File: config.mk
export PLATFORM = sky130hd
export DESIGN_NAME = window_peak_count_max_flat
export DESIGN_NICKNAME = d
export VERILOG_FILES = /design/src/rtl/core/wpc_pkg.sv /design/src/rtl/core/wpc_if.sv /design/src/rtl/core/wpc_ring.sv /design/src/rtl/core/wpc_front.sv /design/src/rtl/core/wpc_track.sv /design/src/rtl/core/window_peak_count_max.sv /design/src/flat_wrapper.sv
export VERILOG_INCLUDE_DIRS = /design/src /design/src/rtl/core
export SDC_FILE = /design/constraint.sdc
export NUM_CORES = 2
export LEC_CHECK = 0
export BUFFER_PORTS_ARGS = -buffer_cell sky130_fd_sc_hd__buf_2
export CAP_MARGIN = 0
export CORE_AREA = 5 5 391 277
export CTS_BUF_LIST = sky130_fd_sc_hd__clkbuf_16
export DETAILED_ROUTE_END_ITERATION = 7
export DIE_AREA = 0 0 396 282
export MAX_ROUTING_LAYER = met4
export PLACE_DENSITY = 0.71
export SYNTH_ARGS = -nofsm -noshare
export SYNTH_HDL_FRONTEND = slang
export SYNTH_SLANG_ARGS = --single-unit
export TNS_END_PERCENT = 5
File: constraint.sdc
create_clock -name clk -period 93 [get_ports clk]
set_clock_uncertainty 0.2 [all_clocks]
set_input_delay 9.3 -clock clk [delete_from_list [all_inputs] [get_ports clk]]
set_output_delay 9.3 -clock clk [all_outputs]
set_load 0.02 [all_outputs]
File: src/rtl/core/window_peak_count_max_macros.svh
// ----------------------------------------------------------------------------
// window_peak_count_max_macros.svh
// Assertion macros shared by the sliding-window peak counter.
// ----------------------------------------------------------------------------
`ifndef WINDOW_PEAK_COUNT_MAX_MACROS_SVH
`define WINDOW_PEAK_COUNT_MAX_MACROS_SVH

// Same-cycle implication, sampled on clk, off while rst_n is low.
`define WPC_ASSERT_NOW(lbl, ante, cons, msg) \
    lbl: assert property (@(posedge clk) disable iff (!rst_n) (ante) |-> (cons)) \
        else $error(msg);

// Next-cycle implication, sampled on clk, off while rst_n is low.
`define WPC_ASSERT_NEXT(lbl, ante, cons, msg) \
    lbl: assert property (@(posedge clk) disable iff (!rst_n) (ante) |=> (cons)) \
        else $error(msg);

`endif

File: src/rtl/core/wpc_pkg.sv
// ----------------------------------------------------------------------------
// wpc_pkg
// Fixed field widths and the control beat passed from front to tracker.
// ----------------------------------------------------------------------------
package wpc_pkg;

    localparam int WLEN_W     = 11;
    localparam int PARTS_W    = 10;
    localparam int START_W    = 17;
    localparam int MIN_WINDOW = 3;

    typedef struct packed {
        logic               last;
        logic               do_add;
        logic               do_rem;
        logic               do_best;
        logic               peak;
        logic               too_short;
        logic [START_W-1:0] start;
    } ctl_t;

endpackage

File: src/rtl/core/wpc_if.sv
// ----------------------------------------------------------------------------
// wpc_if
// Valid/ready channels: sample input, result output, window length write.
// ----------------------------------------------------------------------------
interface wpc_sample_if #(
    parameter int SAMPLE_BITS = 32
);
    logic                          valid;
    logic                          ready;
    logic signed [SAMPLE_BITS-1:0] sample;
    logic                          last;

    modport source (output valid, output sample, output last, input ready);
    modport sink   (input valid, input sample, input last, output ready);
endinterface

interface wpc_result_if;
    import wpc_pkg::*;

    logic               valid;
    logic               ready;
    logic [PARTS_W-1:0] parts;
    logic [START_W-1:0] start_res;
    logic               too_short;

    modport source (output valid, output parts, output start_res, output too_short,
                    input ready);
    modport sink   (input valid, input parts, input start_res, input too_short,
                    output ready);
endinterface

interface wpc_cfg_if;
    import wpc_pkg::*;

    logic              valid;
    logic              ready;
    logic [WLEN_W-1:0] window_len;

    modport source (output valid, output window_len, input ready);
    modport sink   (input valid, input window_len, output ready);
endinterface

File: src/rtl/core/wpc_ring.sv
// ----------------------------------------------------------------------------
// wpc_ring
// Peak-bit ring: one write port, one read port, registered read data.
// ----------------------------------------------------------------------------
module wpc_ring #(
    parameter int DEPTH = 1024
) (
    input  logic                     clk,
    input  logic                     we,
    input  logic [$clog2(DEPTH)-1:0] waddr,
    input  logic                     wdata,
    input  logic                     re,
    input  logic [$clog2(DEPTH)-1:0] raddr,
    output logic                     rdata
);
    logic mem [DEPTH];
    logic rdata_reg;

    always_ff @(posedge clk)
    begin
        if (we)
        begin
            mem[waddr] <= wdata;
        end
        if (re)
        begin
            rdata_reg <= mem[raddr];
        end
    end

    assign rdata = rdata_reg;
endmodule

File: src/rtl/core/wpc_front.sv
// ----------------------------------------------------------------------------
// wpc_front
// Sample stage: peak detect, stream position, ring pointers, control beat.
// ----------------------------------------------------------------------------
module wpc_front #(
    parameter int MAX_WINDOW  = 1024,
    parameter int MAX_LENGTH  = 65536,
    parameter int SAMPLE_BITS = 32
) (
    input  logic                          clk,
    input  logic                          rst_n,
    input  logic                          accept,
    input  logic                          stall,
    input  logic signed [SAMPLE_BITS-1:0] sample,
    input  logic                          last,
    input  logic [wpc_pkg::WLEN_W-1:0]    window_len,
    output logic                          ring_we,
    output logic [$clog2(MAX_WINDOW)-1:0] ring_waddr,
    output logic                          ring_wdata,
    output logic                          ring_re,
    output logic [$clog2(MAX_WINDOW)-1:0] ring_raddr,
    output logic                          ctl_valid,
    output wpc_pkg::ctl_t                 ctl
);
    import wpc_pkg::*;

    localparam int AW    = $clog2(MAX_WINDOW);
    localparam int POS_W = $clog2(MAX_LENGTH + 1);
    localparam int WIN_W = $clog2(MAX_WINDOW + 1);
    localparam int CLW   = (WIN_W > WLEN_W) ? WIN_W : WLEN_W;
    localparam int CW    = ((POS_W > WIN_W) ? POS_W : WIN_W) + 1;

    logic [POS_W-1:0]             pos_reg, pos_next;
    logic [WIN_W-1:0]             win_reg, win_next;
    logic [AW-1:0]                wr_ptr_reg, wr_ptr_next;
    logic [AW-1:0]                rd_ptr_reg, rd_ptr_next;
    logic signed [SAMPLE_BITS-1:0] prev1_reg, prev1_next;
    logic signed [SAMPLE_BITS-1:0] prev2_reg, prev2_next;
    logic                         ctl_valid_reg, ctl_valid_next;
    ctl_t                         ctl_reg, ctl_next;

    logic [CLW-1:0] wl_ext;
    logic [WIN_W-1:0] win_clamp, win_eff;
    logic [CW-1:0]  p_ext, p_inc, w_ext, pos_after, start_full;
    logic           active, do_add, do_rem, do_best, peak;

    // Clamp the register into 3 .. MAX_WINDOW
    always_comb
    begin
        wl_ext = CLW'(window_len);
        if (wl_ext < CLW'(MIN_WINDOW))
        begin
            win_clamp = WIN_W'(MIN_WINDOW);
        end
        else if (wl_ext > CLW'(MAX_WINDOW))
        begin
            win_clamp = WIN_W'(MAX_WINDOW);
        end
        else
        begin
            win_clamp = WIN_W'(wl_ext);
        end
    end

    always_comb
    begin
        active     = (pos_reg < POS_W'(MAX_LENGTH));
        win_eff    = (pos_reg == '0) ? win_clamp : win_reg;
        p_ext      = CW'(pos_reg);
        p_inc      = p_ext + CW'(1);
        w_ext      = CW'(win_eff);
        do_add     = active && (p_ext >= CW'(2));
        do_rem     = do_add && (p_ext >= w_ext);
        do_best    = active && (p_inc >= w_ext);
        pos_after  = active ? p_inc : p_ext;
        start_full = p_inc - w_ext;
        peak       = (prev1_reg > prev2_reg) && (prev1_reg > sample);
    end

    assign ring_we    = accept && do_add;
    assign ring_waddr = wr_ptr_reg;
    assign ring_wdata = peak;
    assign ring_re    = accept && do_rem;
    assign ring_raddr = rd_ptr_reg;

    always_comb
    begin
        pos_next    = pos_reg;
        win_next    = win_reg;
        wr_ptr_next = wr_ptr_reg;
        rd_ptr_next = rd_ptr_reg;
        prev1_next  = prev1_reg;
        prev2_next  = prev2_reg;
        ctl_next    = ctl_reg;
        ctl_valid_next = stall ? ctl_valid_reg : 1'b0;

        if (accept)
        begin
            ctl_valid_next     = 1'b1;
            ctl_next.last      = last;
            ctl_next.do_add    = do_add;
            ctl_next.do_rem    = do_rem;
            ctl_next.do_best   = do_best;
            ctl_next.peak      = peak;
            ctl_next.too_short = (pos_after < w_ext);
            ctl_next.start     = START_W'(start_full);

            if (last)
            begin
                // start the next stream from scratch
                pos_next    = '0;
                wr_ptr_next = AW'(1);
                rd_ptr_next = AW'(1);
            end
            else if (active)
            begin
                pos_next   = POS_W'(p_inc);
                win_next   = win_eff;
                prev2_next = prev1_reg;
                prev1_next = sample;
                if (do_add)
                begin
                    wr_ptr_next = (wr_ptr_reg == AW'(MAX_WINDOW - 1)) ? '0
                                                                      : wr_ptr_reg + AW'(1);
                end
                if (do_rem)
                begin
                    rd_ptr_next = (rd_ptr_reg == AW'(MAX_WINDOW - 1)) ? '0
                                                                      : rd_ptr_reg + AW'(1);
                end
            end
        end
    end

    always_ff @(posedge clk or negedge rst_n)
    begin
        if (!rst_n)
        begin
            pos_reg       <= '0;
            win_reg       <= WIN_W'(MIN_WINDOW);
            wr_ptr_reg    <= AW'(1);
            rd_ptr_reg    <= AW'(1);
            ctl_valid_reg <= 1'b0;
        end
        else
        begin
            pos_reg       <= pos_next;
            win_reg       <= win_next;
            wr_ptr_reg    <= wr_ptr_next;
            rd_ptr_reg    <= rd_ptr_next;
            ctl_valid_reg <= ctl_valid_next;
        end
    end

    always_ff @(posedge clk)
    begin
        prev1_reg <= prev1_next;
        prev2_reg <= prev2_next;
        ctl_reg   <= ctl_next;
    end

    assign ctl_valid = ctl_valid_reg;
    assign ctl       = ctl_reg;
endmodule

File: src/rtl/core/wpc_track.sv
// ----------------------------------------------------------------------------
// wpc_track
// Window count update, running best, result register.
// ----------------------------------------------------------------------------
module wpc_track #(
    parameter int MAX_WINDOW = 1024
) (
    input  logic                        clk,
    input  logic                        rst_n,
    input  logic                        ctl_valid,
    input  wpc_pkg::ctl_t               ctl,
    input  logic                        ring_bit,
    input  logic                        out_ready,
    output logic                        stall,
    output logic                        out_valid,
    output logic [wpc_pkg::PARTS_W-1:0] parts,
    output logic [wpc_pkg::START_W-1:0] start_res,
    output logic                        too_short
);
    import wpc_pkg::*;

    localparam int CNT_W = $clog2(MAX_WINDOW + 1);

    logic [CNT_W-1:0]   cnt_reg, cnt_next;
    logic [CNT_W-1:0]   best_reg, best_next;
    logic [START_W-1:0] bstart_reg, bstart_next;
    logic               out_valid_reg, out_valid_next;
    logic [PARTS_W-1:0] parts_reg, parts_next;
    logic [START_W-1:0] start_res_reg, start_res_next;
    logic               too_short_reg, too_short_next;

    logic               go;
    logic [CNT_W-1:0]   cnt_upd, best_upd;
    logic [START_W-1:0] bstart_upd;
    logic [CNT_W:0]     best_inc;
    logic               better;

    // Hold a finished stream while the previous result still waits
    assign stall = ctl_valid && ctl.last && out_valid_reg && !out_ready;
    assign go    = ctl_valid && !stall;

    always_comb
    begin
        cnt_upd = cnt_reg + CNT_W'(ctl.do_add && ctl.peak)
                          - CNT_W'(ctl.do_rem && ring_bit);
        better  = ctl.do_best && (cnt_upd > best_reg);
        best_upd   = better ? cnt_upd : best_reg;
        bstart_upd = better ? ctl.start : bstart_reg;
        best_inc   = {1'b0, best_upd} + (CNT_W + 1)'(1);
    end

    always_comb
    begin
        cnt_next       = cnt_reg;
        best_next      = best_reg;
        bstart_next    = bstart_reg;
        parts_next     = parts_reg;
        start_res_next = start_res_reg;
        too_short_next = too_short_reg;
        out_valid_next = out_ready ? 1'b0 : out_valid_reg;

        if (go)
        begin
            if (ctl.last)
            begin
                out_valid_next = 1'b1;
                too_short_next = ctl.too_short;
                parts_next     = ctl.too_short ? '0 : PARTS_W'(best_inc);
                start_res_next = ctl.too_short ? '0 : bstart_upd + START_W'(1);
                cnt_next       = '0;
                best_next      = '0;
                bstart_next    = '0;
            end
            else
            begin
                cnt_next    = cnt_upd;
                best_next   = best_upd;
                bstart_next = bstart_upd;
            end
        end
    end

    always_ff @(posedge clk or negedge rst_n)
    begin
        if (!rst_n)
        begin
            cnt_reg       <= '0;
            best_reg      <= '0;
            bstart_reg    <= '0;
            out_valid_reg <= 1'b0;
        end
        else
        begin
            cnt_reg       <= cnt_next;
            best_reg      <= best_next;
            bstart_reg    <= bstart_next;
            out_valid_reg <= out_valid_next;
        end
    end

    always_ff @(posedge clk)
    begin
        parts_reg     <= parts_next;
        start_res_reg <= start_res_next;
        too_short_reg <= too_short_next;
    end

    assign out_valid = out_valid_reg;
    assign parts     = parts_reg;
    assign start_res = start_res_reg;
    assign too_short = too_short_reg;
endmodule

File: src/rtl/core/window_peak_count_max.sv
// ----------------------------------------------------------------------------
// window_peak_count_max
// Sliding-window local-maxima counter with leftmost best window per stream.
// ----------------------------------------------------------------------------
//  channel   role   beat contents
//  cfg       sink   window_len (11b), applied at the next stream start
//  samples   sink   sample (SAMPLE_BITS, signed), last
//  result    source parts (10b), start_res (17b), too_short
//
//  One sample per cycle while not stalled; the front stage registers a last
//  beat, the tracker its result. The peak-bit ring is read and written at most
//  once per sample, and its registered read data sets the two-stage pipeline.
//  Reset (rst_n low) clears all control and counters; no clearing pass.
//  samples.ready drops only while a last beat waits behind an untaken result.
// ----------------------------------------------------------------------------
`include "window_peak_count_max_macros.svh"

module window_peak_count_max #(
    parameter int MAX_WINDOW  = 1024,
    parameter int MAX_LENGTH  = 65536,
    parameter int SAMPLE_BITS = 32
) (
    input logic          clk,
    input logic          rst_n,
    wpc_cfg_if.sink      cfg,
    wpc_sample_if.sink   samples,
    wpc_result_if.source result
);
    import wpc_pkg::*;

    localparam int AW = $clog2(MAX_WINDOW);

    logic [WLEN_W-1:0] window_len_reg, window_len_next;
    logic              accept, stall;
    logic              ring_we, ring_wdata, ring_re, ring_bit;
    logic [AW-1:0]     ring_waddr, ring_raddr;
    logic              ctl_valid;
    ctl_t              ctl;

    assign cfg.ready       = 1'b1;
    assign window_len_next = (cfg.valid && cfg.ready) ? cfg.window_len : window_len_reg;

    always_ff @(posedge clk or negedge rst_n)
    begin
        if (!rst_n)
        begin
            window_len_reg <= WLEN_W'(MIN_WINDOW);
        end
        else
        begin
            window_len_reg <= window_len_next;
        end
    end

    assign samples.ready = !stall;
    assign accept        = samples.valid && samples.ready;

    wpc_front #(
        .MAX_WINDOW  (MAX_WINDOW),
        .MAX_LENGTH  (MAX_LENGTH),
        .SAMPLE_BITS (SAMPLE_BITS)
    ) u_front (
        .clk        (clk),
        .rst_n      (rst_n),
        .accept     (accept),
        .stall      (stall),
        .sample     (samples.sample),
        .last       (samples.last),
        .window_len (window_len_reg),
        .ring_we    (ring_we),
        .ring_waddr (ring_waddr),
        .ring_wdata (ring_wdata),
        .ring_re    (ring_re),
        .ring_raddr (ring_raddr),
        .ctl_valid  (ctl_valid),
        .ctl        (ctl)
    );

    wpc_ring #(
        .DEPTH (MAX_WINDOW)
    ) u_ring (
        .clk   (clk),
        .we    (ring_we),
        .waddr (ring_waddr),
        .wdata (ring_wdata),
        .re    (ring_re),
        .raddr (ring_raddr),
        .rdata (ring_bit)
    );

    wpc_track #(
        .MAX_WINDOW (MAX_WINDOW)
    ) u_track (
        .clk       (clk),
        .rst_n     (rst_n),
        .ctl_valid (ctl_valid),
        .ctl       (ctl),
        .ring_bit  (ring_bit),
        .out_ready (result.ready),
        .stall     (stall),
        .out_valid (result.valid),
        .parts     (result.parts),
        .start_res (result.start_res),
        .too_short (result.too_short)
    );

    // Ring slots read and written by one sample never coincide
    `WPC_ASSERT_NOW(a_ring_no_overlap, ring_we && ring_re, ring_waddr != ring_raddr, "ring read and write hit the same slot")
    // A held last beat must still be there next cycle
    `WPC_ASSERT_NEXT(a_stall_holds, stall, ctl_valid && ctl.last, "stalled last beat lost")
    // A fresh result follows a last beat in the back stage
    `WPC_ASSERT_NOW(a_result_source, $rose(result.valid), $past(ctl_valid && ctl.last), "result without a last beat")
    // Short streams report zero fields
    `WPC_ASSERT_NOW(a_short_zero, result.valid && result.too_short, result.parts == '0 && result.start_res == '0, "short stream with nonzero fields")
endmodule

File: src/flat_wrapper.sv
// flat-port wrapper written by rule: the top's interface ports become plain ports
module window_peak_count_max_flat import wpc_pkg::*;
#(
    parameter int MAX_WINDOW  = 1024,
    parameter int MAX_LENGTH  = 65536,
    parameter int SAMPLE_BITS = 32
)
  (clk, rst_n, cfg_valid, cfg_window_len, cfg_ready, samples_valid, samples_sample, samples_last, samples_ready, result_valid, result_parts, result_start_res, result_too_short, result_ready);
  wpc_cfg_if cfg_i ();
  wpc_sample_if #(.SAMPLE_BITS(SAMPLE_BITS)) samples_i ();
  wpc_result_if result_i ();
  input logic clk;
  input logic rst_n;
  input wire logic [$bits(cfg_i.valid)-1:0] cfg_valid;
  input wire logic [$bits(cfg_i.window_len)-1:0] cfg_window_len;
  output wire logic [$bits(cfg_i.ready)-1:0] cfg_ready;
  input wire logic [$bits(samples_i.valid)-1:0] samples_valid;
  input wire logic [$bits(samples_i.sample)-1:0] samples_sample;
  input wire logic [$bits(samples_i.last)-1:0] samples_last;
  output wire logic [$bits(samples_i.ready)-1:0] samples_ready;
  output wire logic [$bits(result_i.valid)-1:0] result_valid;
  output wire logic [$bits(result_i.parts)-1:0] result_parts;
  output wire logic [$bits(result_i.start_res)-1:0] result_start_res;
  output wire logic [$bits(result_i.too_short)-1:0] result_too_short;
  input wire logic [$bits(result_i.ready)-1:0] result_ready;
  assign cfg_i.valid = cfg_valid;
  assign cfg_i.window_len = cfg_window_len;
  assign cfg_ready = cfg_i.ready;
  assign samples_i.valid = samples_valid;
  assign samples_i.sample = samples_sample;
  assign samples_i.last = samples_last;
  assign samples_ready = samples_i.ready;
  assign result_valid = result_i.valid;
  assign result_parts = result_i.parts;
  assign result_start_res = result_i.start_res;
  assign result_too_short = result_i.too_short;
  assign result_i.ready = result_ready;
  window_peak_count_max #(.MAX_WINDOW(MAX_WINDOW), .MAX_LENGTH(MAX_LENGTH), .SAMPLE_BITS(SAMPLE_BITS)) u_core (.clk(clk), .rst_n(rst_n), .cfg(cfg_i), .samples(samples_i), .result(result_i));
endmodule
==> results list <==
- Status: completed
- The H-tree was split into 3 levels.
- Largest net degree at the start of global routing: around 280
- CP delay by family, top: simple AND/OR/NAND/NOR gates
* Via-to-Cell Ratio: between 6 and 7
- The detailed router placed 34955 vias in this run.
- Largest voltage drop on the vdd net: 0.00001697 V
* Worst path required time: 83.50 ns
* Chip Height: 282 µm
- Setup repair after global routing missed its margin: false
* Quantity of hold-fixing buffers added after cts: 0
- Source of the critical timing path: result_ready
- The worst setup path is launched from an input port.
* Maximum buffer depth of the clock tree: 3
- CP Buf/Inv Count: 2
* Setup CP Type: in -> out
* Total wire length: 144300 µm
* Synthesized net count: approximately 4300
* Port bufs: 78
- The startpoint identified for the worst hold timing path is u_core.u_front.prev1_reg[0]$_DFFE_PP_.
- Critical Path AT: 9.99 ns
* Fmax: just over 50 MHz
- In this run, synthesis produced a sequential element count of 1240.
* Starting density of the core: 54.65%
* Number of clock buffers inserted by TritonCTS: ~110
* Placer's final routability congestion estimate: 0.8770
- TritonCTS clock tree: done
- In the finished design, the share of the clock period the worst path needs comes to 20.95%.
* Via count of the first global-routing pass: ~33000
- Startpoint of the worst-slack reg-to-reg timing path: u_core.u_ring.rdata$_DFFE_PP_
- Averaged over all synthesized cells, the footprint is 13.66 µm².
- Number of failing setup endpoints in the final timing report: 0
- Detailed placement finished with a half-perimeter wire length of 83420 µm.
- In this design, the critical path's most frequently occurring cell is sky130_fd_sc_hd__buf_2.
- Synth unique cells: 75
- Postcts setup bufs: 0
- Ranked by total cell area, the synthesized netlist is headed by sky130_fd_sc_hd__edfxtp_1 60%, sky130_fd_sc_hd__mux4_2 11%, sky130_fd_sc_hd__nor2_1 7.4%, sky130_fd_sc_hd__dfrtp_1 4.1%, sky130_fd_sc_hd__ha_1 2.8%.
* Antenna violations before repair: 3
- During synthesis, Yosys emitted a total of 0 warnings.
* Endpoint of the worst register-to-register path: u_core.u_track.start_res[16]$_SDFFCE_PP0P_
* Fraction of layout cells with a size suffix above 1: between 15 and 20%
- For this run, the register share of the synthesized area comes to 64.69%.
* Remaining routing DRC violations: 0
- Number of cells produced by synthesis: about 4200
- At the placement stage, the worst setup path has a slack of ~74 ns.
* Fraction of post-synthesis cell area in the top cell type by area: 60.27%
* Post-place instance area: 0.05825 mm²
- Netlist area before placement: 0.05680 mm²
- Share of synthesized flip-flops with an asynchronous set or reset: 8.065%
- For the worst flop-to-flop path, the logic depth is 26.
* Leakage power figure: slightly above 20 nW
* Top Ports: 80
- After clock tree synthesis, the clock-pin slew on the worst setup and hold paths is 0.06 ns.
- In the synthesized netlist, the cells that appear most often are 1140 x sky130_fd_sc_hd__edfxtp_1, 1117 x sky130_fd_sc_hd__nor2_1, 270 x sky130_fd_sc_hd__mux4_2.
- Counting flops with a built-in enable in the synthesized netlist gives 1140.
* Worst slew slack as a fraction of its limit: 16.96%
- Register-to-register setup slack: about 86 ns
- For this design the ratio of total power to cell area is 21.84 mW/mm².
* Core Area: 0.1039 mm²
- For this design, the sink count on the clock tree is 1240.
- Across all setup checks in the final design, the least slack found is 73.52 ns.
- The largest total area in the synthesized netlist belongs to sky130_fd_sc_hd__edfxtp_1.
- Clock latency of the later-clocked register in the worst-skew pair: between 0.7 and 0.8 ns
- The register with the most flip-flops in the layout has 1024 of them.
- After clock tree synthesis, the repair step resized 0 gates.
- Drt first-iter violations: 4755
- CP Depth: 4
- CP Cell Sequence: buf_2 -> nor2b_1 -> nand3_1 -> buf_2
- For this run, the slowest stage of the critical path takes 0.21 ns.
* Placed Cells incl. Taps: 5343
- After detailed routing, the average wire length per cell comes to 25.98 µm.
- After global routing the overflow that remains totals 0.
- Counting I/O delays and the setup requirement, the final critical path takes 19.49 ns.
- Type of the most critical hold path: reg -> reg
* Capturing element type of the critical path: output pin
- Setup total negative slack on the finished layout was measured at 0 ns.
- All-Layer GR Usage: 26.51%
* Ys flop type: sky130_fd_sc_hd__edfxtp_1
* Dominant cell by count in the synthesized netlist: sky130_fd_sc_hd__edfxtp_1
- Final std cell area, no fill: 0.06190 mm²
* First-pass iteration count of the detailed router: 6
- The repair_antennas step left the layout with diodes totalling 0.
- After the flow finishes, the layout carries non-filler instances totaling 5554.
- The floorplan step defined a die boundary enclosing 0.1117 mm².
- Transition time at the pin with the least slew margin: roughly 1.2 ns
- The number of endpoints with negative hold slack in the final report is 0.
- After the last flow step, the layout net total stands at 4274.
* Count of nets left with antenna violations after detail routing: 0
- The floorplan step set the die width to 396 µm.
- The initialized floorplan defines between 90 and 100 standard-cell rows.
- Filler cells: about 7900
* Highest net fanout along the worst path: 4
- Following the worst setup path forward leads to its endpoint at samples_ready.
- The first global-routing pass estimated 214000 µm of wire.
* Power after layout: 1.352 mW
* Master of the slowest instance on the critical path: sky130_fd_sc_hd__nor2b_1
- The number of pins with negative max-slew slack in the final report is 0.
- Clock root buffer: sky130_fd_sc_hd__clkbuf_16
- The tool flagged a number of max-cap violations equal to 0.
* Area Growth Syn to Fin: 8.972%
[worst register-to-register path: cells and delay by family, from the launching register on]
family          cells  cell delay [ns]
compound gates     10             2.11
xor+xnor            2             0.33
fa+ha+maj           5             1.57
buf+inv             1             0.04
flops               1             0.42
simple gates        8             1.89
[cells in the final DEF (no fill, tap or decap), types with 45 or more instances in the layout]
cell                        instances
sky130_fd_sc_hd__mux2i_1           47
sky130_fd_sc_hd__edfxtp_1        1140
sky130_fd_sc_hd__mux4_2           270
sky130_fd_sc_hd__dfrtp_1           90
sky130_fd_sc_hd__o21ai_0           64
sky130_fd_sc_hd__ha_1             128
sky130_fd_sc_hd__nand3_1           68
sky130_fd_sc_hd__nand2_1          130
sky130_fd_sc_hd__nor2_1          1115
sky130_fd_sc_hd__clkbuf_16        117
sky130_fd_sc_hd__a21oi_1           77
sky130_fd_sc_hd__inv_1            132
sky130_fd_sc_hd__buf_4             73
sky130_fd_sc_hd__buf_2             77
sky130_fd_sc_hd__a22oi_1           45
[worst min-delay path by stage]
stage,endpoint,slack (ns),cells after the start
CTS,u_core.u_front.prev2_reg[0]$_DFFE_PP_,0.28,0
global placement,u_core.u_track.best_reg[8]$_DFFE_PN0P_,0.26,2
detailed placement,u_core.u_front.prev2_reg[0]$_DFFE_PP_,0.26,0
finish,u_core.u_front.prev2_reg[0]$_DFFE_PP_,0.28,0
floorplan,u_core.u_track.too_short$_DFFE_PP_,0.22,0
global route,u_core.u_front.prev2_reg[0]$_DFFE_PP_,0.30,0
[kinds of logic after synthesis]
kind of cell               after synthesis  synth area share [%]
xor gates and xnor gates                83                 1.280
DFF                                   1240                 64.69
AOI/OAI and AO/OA                      368                 4.417
muxes                                  336                 11.91
and+or+nand+nor                       1558                 11.50
other                                    1              0.006602
buffers and inverters                  441                 3.306
adders and majority gates              130                 2.890
[report_power, final]
group          internal [mW]  switching (mW)  total, mW
registers              0.641          0.0142      0.655
logic                 0.0868           0.146      0.233
clock network          0.257           0.206      0.463
total                  0.985           0.367       1.35
[layout make-up]
cell class / count / area [µm²] / area share [%]
multi-input combinational: 2476 / 18330 / 29.61
sequential: 1240 / 36760 / 59.39
timing repair buffer: 156 / 1054 / 1.702
tap: 1363 / 1705 / 2.755
inverter: 108 / 405.4 / 0.6550
clock inverter: 94 / 714.4 / 1.154
clock buffer: 117 / 2928 / 4.730
[stage by stage]
stage	hold WS (ns)	util (%)
2_1_floorplan	0.2244	-
5_1_grt	0.3020	59.56
3_3_place_gp	0.2647	56.05
6_report	0.2764	59.56
3_5_place_dp	0.2568	56.05
4_1_cts	0.2795	59.56
[metal layers]
metal / vias to the layer above / share of wire, % / global-route usage [%] / wire length [µm]
li1: 15119 / - / - / -
met4: 0 / 2.4 / 6.114 / 3428
met1: 17707 / 42 / 38.73 / 60080
met5: - / 0 / - / 0
met3: 239 / 13 / 7.778 / 18450
met2: 1890 / 43 / 37.13 / 62310
Note: power is estimated with default switching activity, not from simulation.
